[src/tfcd_pkg.sv]
`default_nettype none

package tfcd_pkg;

  localparam int FRAME_BYTES = 64;
  localparam int ADDR_W = $clog2(FRAME_BYTES);

  typedef enum logic [1:0] {
    ST_DATA     = 2'd0,
    ST_EMPTY    = 2'd1,
    ST_BADSUM   = 2'd2,
    ST_OVERFLOW = 2'd3
  } status_t;

  typedef enum logic [1:0] {
    REG_USE_CHECKSUM = 2'd0,
    REG_END_FIRST    = 2'd1,
    REG_END_SECOND   = 2'd2
  } cfg_reg_t;

  typedef struct packed {
    logic       use_checksum;
    logic [7:0] end_first;
    logic [7:0] end_second;
  } cfg_regs_t;

  // Decision on the byte currently offered at the input.
  typedef struct packed {
    logic [ADDR_W-1:0] wr_addr;
    logic              ends_frame;
    logic              overflow;
    logic              bad_sum;
    logic [ADDR_W-1:0] len;
  } frame_evt_t;

endpackage

`default_nettype wire

[src/tfcd_scan.sv]
`default_nettype none

module tfcd_scan import tfcd_pkg::*; (
  input  wire logic       clk,
  input  wire logic       rst_n,
  input  wire logic       in_accept,
  input  wire logic [7:0] rx_byte,
  input  wire cfg_regs_t  cfg,
  output frame_evt_t      evt
);

  localparam logic [ADDR_W-1:0] LAST_IDX = ADDR_W'(FRAME_BYTES - 1);
  localparam logic [ADDR_W-1:0] ONE      = ADDR_W'(1);
  localparam logic [ADDR_W-1:0] TWO      = ADDR_W'(2);

  logic [ADDR_W-1:0] count_r, count_nxt;
  logic [7:0]        prev_r, prev_nxt;
  logic [7:0]        prev2_r, prev2_nxt;
  // Payload sums over the held bytes, and the same sum one and two bytes back.
  logic [7:0]        acc_r, acc_nxt;
  logic [7:0]        acc1_r, acc1_nxt;
  logic [7:0]        acc2_r, acc2_nxt;
  logic              zseen_r, zseen_nxt;
  logic [ADDR_W-1:0] zpos_r, zpos_nxt;

  logic              term;
  logic              ck;
  logic              full;
  logic [ADDR_W-1:0] limit;
  logic [ADDR_W-1:0] len;

  always_comb begin
    term  = (count_r != '0) && (rx_byte == cfg.end_second) && (prev_r == cfg.end_first);
    ck    = cfg.use_checksum && (count_r > TWO);
    limit = ck ? (count_r - TWO) : (count_r - ONE);
    len   = (zseen_r && (zpos_r < limit)) ? zpos_r : limit;
    full  = !term && (count_r == LAST_IDX);

    evt.wr_addr    = count_r;
    evt.ends_frame = term;
    evt.overflow   = full;
    evt.bad_sum    = ck && (acc2_r != prev2_r);
    evt.len        = len;
  end

  always_comb begin
    count_nxt = count_r;
    prev_nxt  = prev_r;
    prev2_nxt = prev2_r;
    acc_nxt   = acc_r;
    acc1_nxt  = acc1_r;
    acc2_nxt  = acc2_r;
    zseen_nxt = zseen_r;
    zpos_nxt  = zpos_r;
    if (in_accept) begin
      if (term || full) begin
        count_nxt = '0;
        prev_nxt  = '0;
        prev2_nxt = '0;
        acc_nxt   = '0;
        acc1_nxt  = '0;
        acc2_nxt  = '0;
        zseen_nxt = 1'b0;
        zpos_nxt  = '0;
      end else begin
        count_nxt = count_r + ONE;
        prev2_nxt = prev_r;
        prev_nxt  = rx_byte;
        // Bytes after the first zero no longer belong to the payload.
        acc_nxt   = zseen_r ? acc_r : (acc_r + rx_byte);
        acc1_nxt  = acc_r;
        acc2_nxt  = acc1_r;
        if (!zseen_r && (rx_byte == 8'd0)) begin
          zseen_nxt = 1'b1;
          zpos_nxt  = count_r;
        end
      end
    end
  end

  always_ff @(posedge clk) begin
    if (!rst_n) begin
      count_r <= '0;
      prev_r  <= '0;
      prev2_r <= '0;
      acc_r   <= '0;
      acc1_r  <= '0;
      acc2_r  <= '0;
      zseen_r <= 1'b0;
      zpos_r  <= '0;
    end else begin
      count_r <= count_nxt;
      prev_r  <= prev_nxt;
      prev2_r <= prev2_nxt;
      acc_r   <= acc_nxt;
      acc1_r  <= acc1_nxt;
      acc2_r  <= acc2_nxt;
      zseen_r <= zseen_nxt;
      zpos_r  <= zpos_nxt;
    end
  end

  a_zero_pos_held : assert property (@(posedge clk) disable iff (!rst_n)
    zseen_r |-> (zpos_r < count_r))
    else $error("zero position outside held bytes");

  a_restart_after_frame : assert property (@(posedge clk) disable iff (!rst_n)
    (in_accept && (term || full)) |=> (count_r == '0) && !zseen_r)
    else $error("fill count not cleared after frame end");

  a_len_bound : assert property (@(posedge clk) disable iff (!rst_n)
    term |-> (len < count_r))
    else $error("payload length beyond held bytes");

endmodule

`default_nettype wire

[src/terminated_frame_checksum_deframer.sv]
// Terminated-frame deframer with an optional 8-bit sum checksum.
// Input channel (in_valid/in_ready/in_rx_byte) takes one received byte per
// request; each byte is written into a 64-entry frame buffer (one write port,
// one registered read port). A frame ends on end-A directly followed by end-B.
// Result channel (out_valid/out_ready) carries out_payload_byte, out_status
// and out_last; out_last marks the final result caused by one input byte.
// Configuration (cfg_valid/cfg_ready/cfg_index/cfg_data) is always ready and
// holds use_checksum, end-A and end-B; write it only while the block is idle.
// Bytes that neither end a frame nor fill the buffer give no result. A byte
// that ends a frame or fills the buffer gives its first result in the next
// cycle. A good frame then drains from the buffer one payload byte per cycle
// while the receiver is ready, the registered read port driving the output
// byte; a status-only result is a single result with out_last set. While
// results are pending the input is held off. A stalled receiver simply
// freezes the drain with the current result held on the outputs.
// Reset empties the frame (no buffer clearing pass is needed) and restores
// checksums off, end-A 13 and end-B 10.
`default_nettype none

module terminated_frame_checksum_deframer import tfcd_pkg::*; (
  input  wire logic       clk,
  input  wire logic       rst_n,
  input  wire logic       in_valid,
  output logic            in_ready,
  input  wire logic [7:0] in_rx_byte,
  output logic            out_valid,
  input  wire logic       out_ready,
  output logic [7:0]      out_payload_byte,
  output logic [1:0]      out_status,
  output logic            out_last,
  input  wire logic       cfg_valid,
  output logic            cfg_ready,
  input  wire logic [1:0] cfg_index,
  input  wire logic [7:0] cfg_data
);

  typedef enum logic [2:0] {
    S_IDLE = 3'b001,
    S_DATA = 3'b010,
    S_STAT = 3'b100
  } state_t;

  localparam logic [ADDR_W-1:0] ONE = ADDR_W'(1);

  state_t            state_r, state_nxt;
  cfg_regs_t         cfg_r, cfg_nxt;
  status_t           stat_r, stat_nxt;
  logic [ADDR_W-1:0] idx_r, idx_nxt;
  logic [ADDR_W-1:0] len_r, len_nxt;
  logic [7:0]        rdata_r;

  logic [7:0]        frame_mem [FRAME_BYTES];
  logic              rd_en;
  logic [ADDR_W-1:0] rd_addr;
  logic              in_acc;
  logic              at_last;
  frame_evt_t        evt;

  assign in_ready  = (state_r == S_IDLE);
  assign in_acc    = in_valid && in_ready;
  assign cfg_ready = 1'b1;

  tfcd_scan u_scan (
    .clk       (clk),
    .rst_n     (rst_n),
    .in_accept (in_acc),
    .rx_byte   (in_rx_byte),
    .cfg       (cfg_r),
    .evt       (evt)
  );

  always_comb begin
    cfg_nxt = cfg_r;
    if (cfg_valid) begin
      case (cfg_index)
        REG_USE_CHECKSUM: cfg_nxt.use_checksum = cfg_data[0];
        REG_END_FIRST:    cfg_nxt.end_first    = cfg_data;
        REG_END_SECOND:   cfg_nxt.end_second   = cfg_data;
        default:          cfg_nxt = cfg_r;
      endcase
    end
  end

  assign at_last = (idx_r == (len_r - ONE));

  always_comb begin
    state_nxt = state_r;
    stat_nxt  = stat_r;
    idx_nxt   = idx_r;
    len_nxt   = len_r;
    rd_en     = 1'b0;
    rd_addr   = '0;
    case (state_r)
      S_IDLE: begin
        if (in_acc) begin
          if (evt.ends_frame) begin
            if (evt.bad_sum) begin
              state_nxt = S_STAT;
              stat_nxt  = ST_BADSUM;
            end else if (evt.len == '0) begin
              state_nxt = S_STAT;
              stat_nxt  = ST_EMPTY;
            end else begin
              // Start the drain: the first byte is read while the output loads.
              state_nxt = S_DATA;
              idx_nxt   = '0;
              len_nxt   = evt.len;
              rd_en     = 1'b1;
              rd_addr   = '0;
            end
          end else if (evt.overflow) begin
            state_nxt = S_STAT;
            stat_nxt  = ST_OVERFLOW;
          end
        end
      end
      S_DATA: begin
        if (out_ready) begin
          if (at_last) begin
            state_nxt = S_IDLE;
          end else begin
            idx_nxt = idx_r + ONE;
            rd_en   = 1'b1;
            rd_addr = idx_r + ONE;
          end
        end
      end
      S_STAT: begin
        if (out_ready) begin
          state_nxt = S_IDLE;
        end
      end
      default: state_nxt = S_IDLE;
    endcase
  end

  always_ff @(posedge clk) begin
    if (in_acc) begin
      frame_mem[evt.wr_addr] <= in_rx_byte;
    end
    if (rd_en) begin
      rdata_r <= frame_mem[rd_addr];
    end
  end

  always_ff @(posedge clk) begin
    if (!rst_n) begin
      state_r <= S_IDLE;
      cfg_r   <= '{use_checksum: 1'b0, end_first: 8'd13, end_second: 8'd10};
      stat_r  <= ST_EMPTY;
      idx_r   <= '0;
      len_r   <= '0;
    end else begin
      state_r <= state_nxt;
      cfg_r   <= cfg_nxt;
      stat_r  <= stat_nxt;
      idx_r   <= idx_nxt;
      len_r   <= len_nxt;
    end
  end

  assign out_valid        = (state_r != S_IDLE);
  assign out_payload_byte = (state_r == S_DATA) ? rdata_r : 8'd0;
  assign out_status       = (state_r == S_DATA) ? ST_DATA : stat_r;
  assign out_last         = (state_r == S_STAT) || ((state_r == S_DATA) && at_last);

  a_drain_in_range : assert property (@(posedge clk) disable iff (!rst_n)
    (state_r == S_DATA) |-> (idx_r < len_r))
    else $error("drain index beyond payload length");

  a_last_frees_input : assert property (@(posedge clk) disable iff (!rst_n)
    (out_valid && out_ready && out_last) |=> in_ready)
    else $error("input not released after final result");

  a_drain_advances : assert property (@(posedge clk) disable iff (!rst_n)
    ((state_r == S_DATA) && out_ready && !at_last) |=> (idx_r == $past(idx_r) + ONE))
    else $error("drain index did not advance on accepted payload byte");

  a_status_nonzero_payload : assert property (@(posedge clk) disable iff (!rst_n)
    (state_r == S_STAT) |-> (stat_r != ST_DATA))
    else $error("status-only result carries data status");

endmodule

`default_nettype wire

[config.mk]
export PLATFORM = sky130hd
export DESIGN_NAME = terminated_frame_checksum_deframer
export DESIGN_NICKNAME = d
export VERILOG_FILES = /design/src/tfcd_pkg.sv /design/src/tfcd_scan.sv /design/src/terminated_frame_checksum_deframer.sv
export SDC_FILE = /design/constraint.sdc
export NUM_CORES = 1
export LEC_CHECK = 0
export BUFFER_PORTS_ARGS = -buffer_cell sky130_fd_sc_hd__buf_4
export CAP_MARGIN = 5
export CELL_PAD_IN_SITES_DETAIL_PLACEMENT = 0
export CELL_PAD_IN_SITES_GLOBAL_PLACEMENT = 1
export CORE_UTILIZATION = 35
export DETAILED_ROUTE_END_ITERATION = 12
export GPL_ROUTABILITY_DRIVEN = 0
export PLACE_DENSITY_LB_ADDON = 0.1
export SYNTH_ARGS = -nofsm -noshare
export SYNTH_HDL_FRONTEND = slang
export SYNTH_SLANG_ARGS = --single-unit
[constraint.sdc]
create_clock -name clk -period 7.9 [get_ports clk]
set_input_delay 0 -clock clk [delete_from_list [all_inputs] [get_ports clk]]
set_output_delay 0 -clock clk [all_outputs]
set_load 0.03 [all_outputs]
==> results of run 1 <==
## flip-flops by register name, indices dropped and copies added, names as in the netlist
signal	flops
u_scan.prev_r	8
u_scan.zpos_r	6
u_scan.acc1_r	8
cfg_r	17
idx_r	6
len_r	6
stat_r	2
frame_mem	512
u_scan.acc2_r	8
u_scan.prev2_r	8
state_r	3
u_scan.acc_r	8
u_scan.count_r	6
rdata_r	8
u_scan.zseen_r	1
## cells in the final DEF, fill, tap and decap left out, types with 15 or more instances in the layout
master | synthesis | routed
a211o_1 | 16 | 16
clkbuf_16 | 0 | 76
a21oi_1 | 98 | 98
o2111ai_1 | 17 | 17
o22ai_1 | 66 | 66
xor2_1 | 18 | 18
dfxtp_1 | 87 | 86
nor2_1 | 283 | 282
buf_4 | 11 | 70
o22a_1 | 16 | 16
or3_1 | 20 | 20
o21ai_0 | 151 | 151
a22oi_1 | 15 | 15
edfxtp_1 | 520 | 520
a22o_1 | 16 | 16
nand2_1 | 96 | 95
clkbuf_1 | 76 | 16
mux2i_1 | 131 | 131
ha_1 | 23 | 22
xnor2_1 | 30 | 30
nand3_1 | 40 | 40
dlygate4sd3_1 | 0 | 27
## cells by family (layout without fill, tap and decap cells)
logic type,Yosys count,count (layout)
DFF,607,607
and+or+nand+nor,518,518
AOI/OAI and AO/OA,490,490
muxes,140,140
buffers and inverters,134,233
xor gates and xnor gates,50,50
adders and majority gates,24,24
other,1,3
## power by group through the flow
stage | sequential, W | combinational, W | clock, W
6_report | 0.00351 | 0.000220 | 0.00322
5_1_grt | 0.00351 | 0.000242 | 0.00341
4_1_cts | 0.00351 | 0.000225 | 0.00328
3_5_place_dp | 0.00358 | 0.000214 | 0
3_3_place_gp | 0.00358 | 0.000212 | 0
2_1_floorplan | 0.00357 | 0.0000989 | 0
## timing repair
action | CTS | global route
hold endpoints to repair | 130 | 0
resized for setup | 0 | 0
hold buffers | 27 | 0
## worst max-delay path by stage
stage / start / to / slack [ps]
2_1_floorplan: u_scan.count_r[0]$_SDFFE_PN0P_ / rdata_r[0]$_DFFE_PP_ / 3780
3_3_place_gp: u_scan.count_r[3]$_SDFFE_PN0P_ / rdata_r[7]$_DFFE_PP_ / 2580
3_5_place_dp: u_scan.count_r[3]$_SDFFE_PN0P_ / rdata_r[3]$_DFFE_PP_ / 2540
4_1_cts: u_scan.count_r[3]$_SDFFE_PN0P_ / rdata_r[5]$_DFFE_PP_ / 2530
5_1_grt: u_scan.count_r[3]$_SDFFE_PN0P_ / rdata_r[4]$_DFFE_PP_ / 2140
6_report: u_scan.count_r[3]$_SDFFE_PN0P_ / rdata_r[4]$_DFFE_PP_ / 2480
## critical path: cells and delay by family (launching register included)
kind                       cells  cell delay, ps
and+or+nand+nor                2            1170
AOI/OAI and AO/OA              7            2540
adders and majority gates      1             300
DFF                            1             450
muxes                          1             300
xor gates and xnor gates       1             280
## stage by stage
| stage | setup WS [ps] | instance area [um2] | hold WS [ps] | util | instances |
|---|---|---|---|---|---|
| finish | 2480 | 29300 | 53.2 | 0.408 | 3015 |
| floorplan | 3780 | 25600 | 98.9 | - | 1964 |
| global placement | 2580 | 26800 | 228 | 0.373 | 2861 |
| detailed placement | 2540 | 26800 | 230 | 0.373 | 2861 |
| global route | 2140 | 29300 | 48.6 | 0.408 | 3013 |
| CTS | 2530 | 29300 | 37.0 | 0.408 | 3013 |
## final cells by class
type / instances / area, um2
clock inverters: 32 / 290
inverters: 11 / 41.3
multi-input cells: 1223 / 7660
diodes: 2 / 5.00
fillers: 6830 / 42500
well taps: 950 / 1190
flip-flops and latches: 607 / 17400
repair buffers: 97 / 796
clock buffers: 93 / 1980
## per-layer routing
| layer | track usage | vias up |
|---|---|---|
| met3 | 0.0305 | 87 |
| met1 | 0.299 | 8384 |
| met2 | 0.345 | 369 |
| met4 | 0.0444 | 0 |
| met5 | 0 | - |
| li1 | - | 7543 |
==> metrics.md, run 1 <==
| Metric | Value |
|---|---|
| Syn Inst Count | `1964` |
| Netlist cell types | `77` |
| Switching power | `0.00147 W` |
| Worst Setup End Kind | `register` |
| CTS tree | `yes` |
| Antenna-violating nets left | `0` |
| DR WL met3 | `3640 um` |
| Yosys top cell by area | `edfxtp_1` |
| M1 WL | `36200 um` |
| Startpoint Class | `register` |
| Dpl hpwl | `47900 um` |
| Sw Ratio | `0.211` |
| Setup TNS | `0 ps` |
| Largest net degree at the start of global routing | `65` |
| Part of the power in registers | `0.505` |
| Most frequent cell after synthesis | `edfxtp_1` |
| Worst Skew | `20.4 ps` |
| Hold Crit Start | `in_rx_byte[2]` |
| DR iter-0 viols | `1348` |
| Mux contribution to synthesized area | `0.0557` |
| Pwr Density | `237 mW/mm2` |
| Simple-gate share of the synthesized area | `0.0890` |
| Largest fanout on the critical path | `19` |
| Chip width | `272 um` |
| Full die area | `0.0742 mm2` |
| Site Rows | `98` |
| R2R Setup Slk | `2480 ps` |
| Register area share after synthesis | `0.679` |
| Via count | `16400` |
| H-tree depth | `3` |
| Vias in the first global route | `16200` |
| Antenna violations before repair | `3` |
| Worst-margin pin slew | `1060 ps` |
| Dominant synthesized flop cell | `edfxtp_1` |
| Adder-Cell Fraction of Synth Area | `0.0120` |
| Commonest cells post-synth | `520 x edfxtp_1, 283 x nor2_1, 151 x o21ai_0` |
| Slowest stage cell, crit path | `o311a_1` |
| Post-Route WL | `78100 um` |
| Part of the cycle the worst path needs | `0.686` |
| Initial Utilization | `0.356` |
| Synthesis Warnings | `0` |
| Hold Path Depth | `4` |
| Avg Inst Size Synth | `13.0 um2` |
| Min cycle time layout | `5420 ps` |
| Critical path type | `register to register` |
| TritonRoute pass-1 iters | `5` |
| Clk pwr share | `0.463` |
| Hold EP | `u_scan.prev_r[2]$_SDFFE_PN0P_` |
| Largest family of logic cells by synthesized area | `compound AO/OA/AOI/OAI gates` |
| Reg2reg path depth | `12` |
| Maximum vdd drop | `0.201 mV` |
| P_int | `0.00549 W` |
| Worst path cell trace | `or3_1 -> o31a_1 -> o21ai_0 -> xor2_1 -> ha_1 -> a21o_1 -> a21o_1 -> a221o_1 -> a21oi_1 -> mux2i_1 -> o311a_1 -> or2_1` |
| Buffer type at the clock tree root | `clkbuf_16` |
| Worst slew margin | `0.290` |
| Async SR Flop Fraction | `0` |
| All-Layer GR Usage | `0.211` |
| Post-DR vias/cell | `5.43` |
| # port buffers | `35` |
| Reg-to-reg startpoint | `u_scan.count_r[3]$_SDFFE_PN0P_` |
| Post-Synth XOR/XNOR Area | `0.0177` |
| DR WL/cell | `25.9 um` |
| Worst-path clk slew | `60 ps` |
| Final Setup Violations | `0` |
| Final Hold Vio Count | `0` |
| Synth top area cells | `edfxtp_1 61%, dfxtp_1 6.8%, mux2i_1 5.1%` |
| Top cell by count, worst path | `a21o_1` |
| Top sig layer | `met4` |
| Clk sinks | `607` |
| P_leak | `9.30 nW` |
| Routed wl met2 | `37000 um` |
| First-pass GRT wire length | `114000 um` |
| Worst Path Required | `8150 ps` |
| Max incr delay on CP | `670 ps` |
| I/O Pins | `37` |
| Worst min path class | `primary input to register` |
| Power share of the combinational group | `0.032` |
| Number of synthesized flops with an enable pin | `520` |
| Synth-to-Final Area Change | `14.6%` |
| Max Freq | `0.185 GHz` |
| Area share of the largest cell type after synthesis | `0.610` |
| Total CTS buffers | `71` |
| Drt drc | `0` |
| Crit Reg-Reg Endpoint | `rdata_r[4]$_DFFE_PP_` |
| Final nets | `2058` |
| Floorplan die height | `272 um` |
| Final Power | `0.00695 W` |
| Complex-gate fraction of the synthesized area | `0.124` |
| MaxCap Viol Count | `0` |
| Status | `finished, final reports clean` |
| Crit path DAT | `5670 ps` |
| Max-slew violation count | `0` |
| RSZ-0062 raised after global routing | `false` |
| Layout cells sized above 1 | `0.0984` |
| Syn nets | `2011` |
| Remaining Overflow, GRT | `0` |
| Number of post-CTS setup repair buffers | `0` |
| Synth Register Bits | `607` |
| Clk_lat worst skew | `610 ps` |
| Syn Std Cell Area | `0.0256 mm2` |
| CTS Buffer Depth | `3` |
| Area of the core | `0.0719 mm2` |
Note: power is estimated with default switching activity, not from simulation.
==> run 2: changes to the inputs <==
--- a/config.mk
+++ b/config.mk
@@ -5,6 +5,7 @@
 export SDC_FILE = /design/constraint.sdc
 export NUM_CORES = 1
 export LEC_CHECK = 0
+export ABC_AREA = 1
 export BUFFER_PORTS_ARGS = -buffer_cell sky130_fd_sc_hd__buf_4
 export CAP_MARGIN = 5
 export CELL_PAD_IN_SITES_DETAIL_PLACEMENT = 0
==> constraint.sdc (replaced) <==
create_clock -name clk -period 4.34 [get_ports clk]
set_input_delay 0 -clock clk [delete_from_list [all_inputs] [get_ports clk]]
set_output_delay 0 -clock clk [all_outputs]
set_load 0.03 [all_outputs]
==> run 2 against run 1 <==
Compared with the run above:
- count of clock-buffer cells in the layout is 3 higher
- combinational power is 110% higher
- largest cell class unchanged
- total power is 83% higher
- largest power group unchanged
- maximum frequency is 35% higher
- cell count is 33% higher
- sequential share of layout area is 4.9 points lower
==> metrics.md, run 2 <==
| Metric | Value |
|---|---|
| Status | `finished, final reports clean` |
| Worst Setup End Kind | `register` |
| MaxCap Viol Count | `0` |
| Total CTS buffers | `71` |
| Worst path cell trace | `inv_1 -> ha_1 -> inv_1 -> nand2_1 -> nand3_2 -> nand2_4 -> a21boi_1 -> nand2_1 -> nand2_1 -> inv_1 -> nor2_1 -> inv_1 -> ha_1 -> nand2_1 -> o211a_1 -> nand2_4 -> nand2_1 -> nand2_1 -> nor2_1 -> nand3_2 -> nand3_4 -> nand2_1` |
| Post-DR vias/cell | `5.00` |
| RSZ-0062 raised after global routing | `false` |
| Remaining Overflow, GRT | `0` |
| Commonest non-fill, non-tap cell in the layout | `edfxtp_1` |
| Final Hold Vio Count | `0` |
| Yosys top cell by area | `edfxtp_1` |
| First-pass GRT wire length | `127000 um` |
| Antenna-violating nets left | `0` |
| Worst Skew | `20.8 ps` |
| Number of post-CTS setup repair buffers | `0` |
| Initial Utilization | `0.354` |
| Largest net degree at the start of global routing | `177` |
| Fin cells | `4024` |
| Syn Std Cell Area | `0.0280 mm2` |
| Final Setup Violations | `0` |
| Synth Register Bits | `607` |
| Setup TNS | `0 ps` |
| Synthesis Warnings | `0` |
| Top cell by count, worst path | `nand2_1` |
| Most frequent cells in the layout | `520 x edfxtp_1, 517 x nand2_1, 505 x inv_1` |
| Placed insts | `3860` |
| Dpl hpwl | `50200 um` |
| Maximum vdd drop | `0.228 mV` |
| Final nets | `2963` |
| Async SR Flop Fraction | `0` |
| Clk sinks | `607` |
| Worst-path clk slew | `60 ps` |
| I/O Pins | `37` |
| Max-slew violation count | `0` |
| Drt drc | `0` |
| Vias in the first global route | `19700` |
| # port buffers | `35` |
| Avg Inst Size Synth | `9.72 um2` |
| P_leak | `13.2 nW` |
| Min cycle time layout | `4010 ps` |
| Top Registers | `frame_mem (512), cfg_r (17)` |
| Largest fanout on the critical path | `19` |
| Slowest stage cell, crit path | `nand2_1` |
| TritonRoute pass-1 iters | `5` |
| Antenna violations before repair | `3` |
| Ant. Diodes | `0` |
| Critical path type | `register to register` |
| Part of the cycle the worst path needs | `0.923` |
| Area occupied by multi-input gates | `0.00795 mm2` |
| Commonest cells post-synth | `520 x edfxtp_1, 517 x nand2_1, 505 x inv_1` |
| Number of synthesized flops with an enable pin | `520` |
| DR iter-0 viols | `1394` |
| Area of the core | `0.0791 mm2` |
| Worst-margin pin slew | `1060 ps` |
| Via count | `20100` |
| Register area | `0.0174 mm2` |
| DR WL/cell | `21.1 um` |
| Worst slew margin | `0.295` |
| Register area share after synthesis | `0.619` |
| Clk_lat worst skew | `610 ps` |
| Max incr delay on CP | `470 ps` |
| Pwr Density | `398 mW/mm2` |
| Site Rows | `103` |
| Synth-to-Final Area Change | `13.9%` |
| Netlist cell types | `49` |
| Syn nets | `2933` |
| CTS Buffer Depth | `3` |
| Post-Route WL | `84800 um` |
| Worst Path Required | `4570 ps` |
| CTS tree | `yes` |
| Startpoint Class | `register` |
| Worst min path class | `primary input to register` |
| Crit path DAT | `4240 ps` |
| All-Layer GR Usage | `0.208` |
| Max reg flops | `512` |
| Chip width | `285 um` |
| Layout cells sized above 1 | `0.0773` |
| Max Freq | `0.250 GHz` |
| Floorplan die height | `285 um` |
| Syn Inst Count | `2886` |
| Area share of the largest cell type after synthesis | `0.557` |
| Buffer type at the clock tree root | `clkbuf_16` |
| Dominant synthesized flop cell | `edfxtp_1` |
| Synth top area cells | `edfxtp_1 56%, nand3_1 8.5%, nand2_1 6.9%` |
| Most frequent cell after synthesis | `edfxtp_1` |
| H-tree depth | `3` |
| Largest reg by FF count | `frame_mem` |
| Fillers | `7824` |
| Full die area | `0.0813 mm2` |
## run 2: path summary, 6_finish.rpt
check / start / end / slack (ps) / cells after the start
max: u_scan.count_r[0]$_SDFFE_PN0P_ / rdata_r[5]$_DFFE_PP_ / 330 / 22
min: in_rx_byte[5] / u_scan.prev_r[5]$_SDFFE_PN0P_ / 80 / 3
max reg2reg: u_scan.count_r[0]$_SDFFE_PN0P_ / rdata_r[5]$_DFFE_PP_ / 330 / 22
min reg2reg: stat_r[1]$_SDFFE_PN0P_ / stat_r[1]$_SDFFE_PN0P_ / 470 / 2
## run 2: worst max-delay path: cells and delay by family, from the launching register on
kind	cells	cell delay, ps
simple gates	14	1740
compound gates	2	570
fa+ha+maj	2	510
flops	1	450
buf+inv	4	310
## run 2: stage by stage
step                      utilization  power, W  hold WS [ps]  instance area, um2  setup slack, ps
final                           0.404    0.0127          80.5               31900              334
after global routing            0.404    0.0131           137               31900             34.5
after CTS                       0.404    0.0129          91.6               31900              325
after detailed placement        0.371   0.00698           238               29400              360
after global placement          0.371   0.00698           230               29400              421
after floorplan                     -   0.00674          98.9               28000             1080
## run 2: repair_timing
item	4_1_cts	5_1_grt
setup endpoints to repair	0	0
hold endpoints to repair	165	0
hold buffers	33	0
resized for setup	0	0
## run 2: logic make-up after synthesis
family	Yosys count	synth area share
buffers and inverters	678	0.0981
and+or+nand+nor	1429	0.239
AOI/OAI and AO/OA	116	0.0237
adders and majority gates	24	0.0110
DFF	607	0.619
other	1	0.000134
xor gates and xnor gates	31	0.00968
## run 2: final cells by class
type / count / share of cell area
timing repair buffer: 120 / 0.0351
clock inverter: 35 / 0.00776
tap: 1050 / 0.0411
clock buffer: 96 / 0.0629
multi-input combinational: 1601 / 0.249
sequential: 607 / 0.543
inverter: 515 / 0.0608
## run 2: per-layer routing
metal  GRT usage  vias to the layer above  wire length, um
met4      0.0606                        0             1950
met1       0.292                     9832            39800
met3      0.0311                      103             4270
li1            -                     9714                -
met5           0                        -                0
met2       0.331                      457            38800
## run 2: power breakdown
| part | switching, W | leakage (nW) | total [W] | internal, W |
|---|---|---|---|---|
| Combinational | 0.000317 | 6.74 | 0.000458 | 0.000141 |
| Sequential | 0.0000374 | 5.39 | 0.00642 | 0.00638 |
| Clock | 0.00240 | 1.11 | 0.00582 | 0.00342 |
| Total | 0.00276 | 13.2 | 0.0127 | 0.00994 |
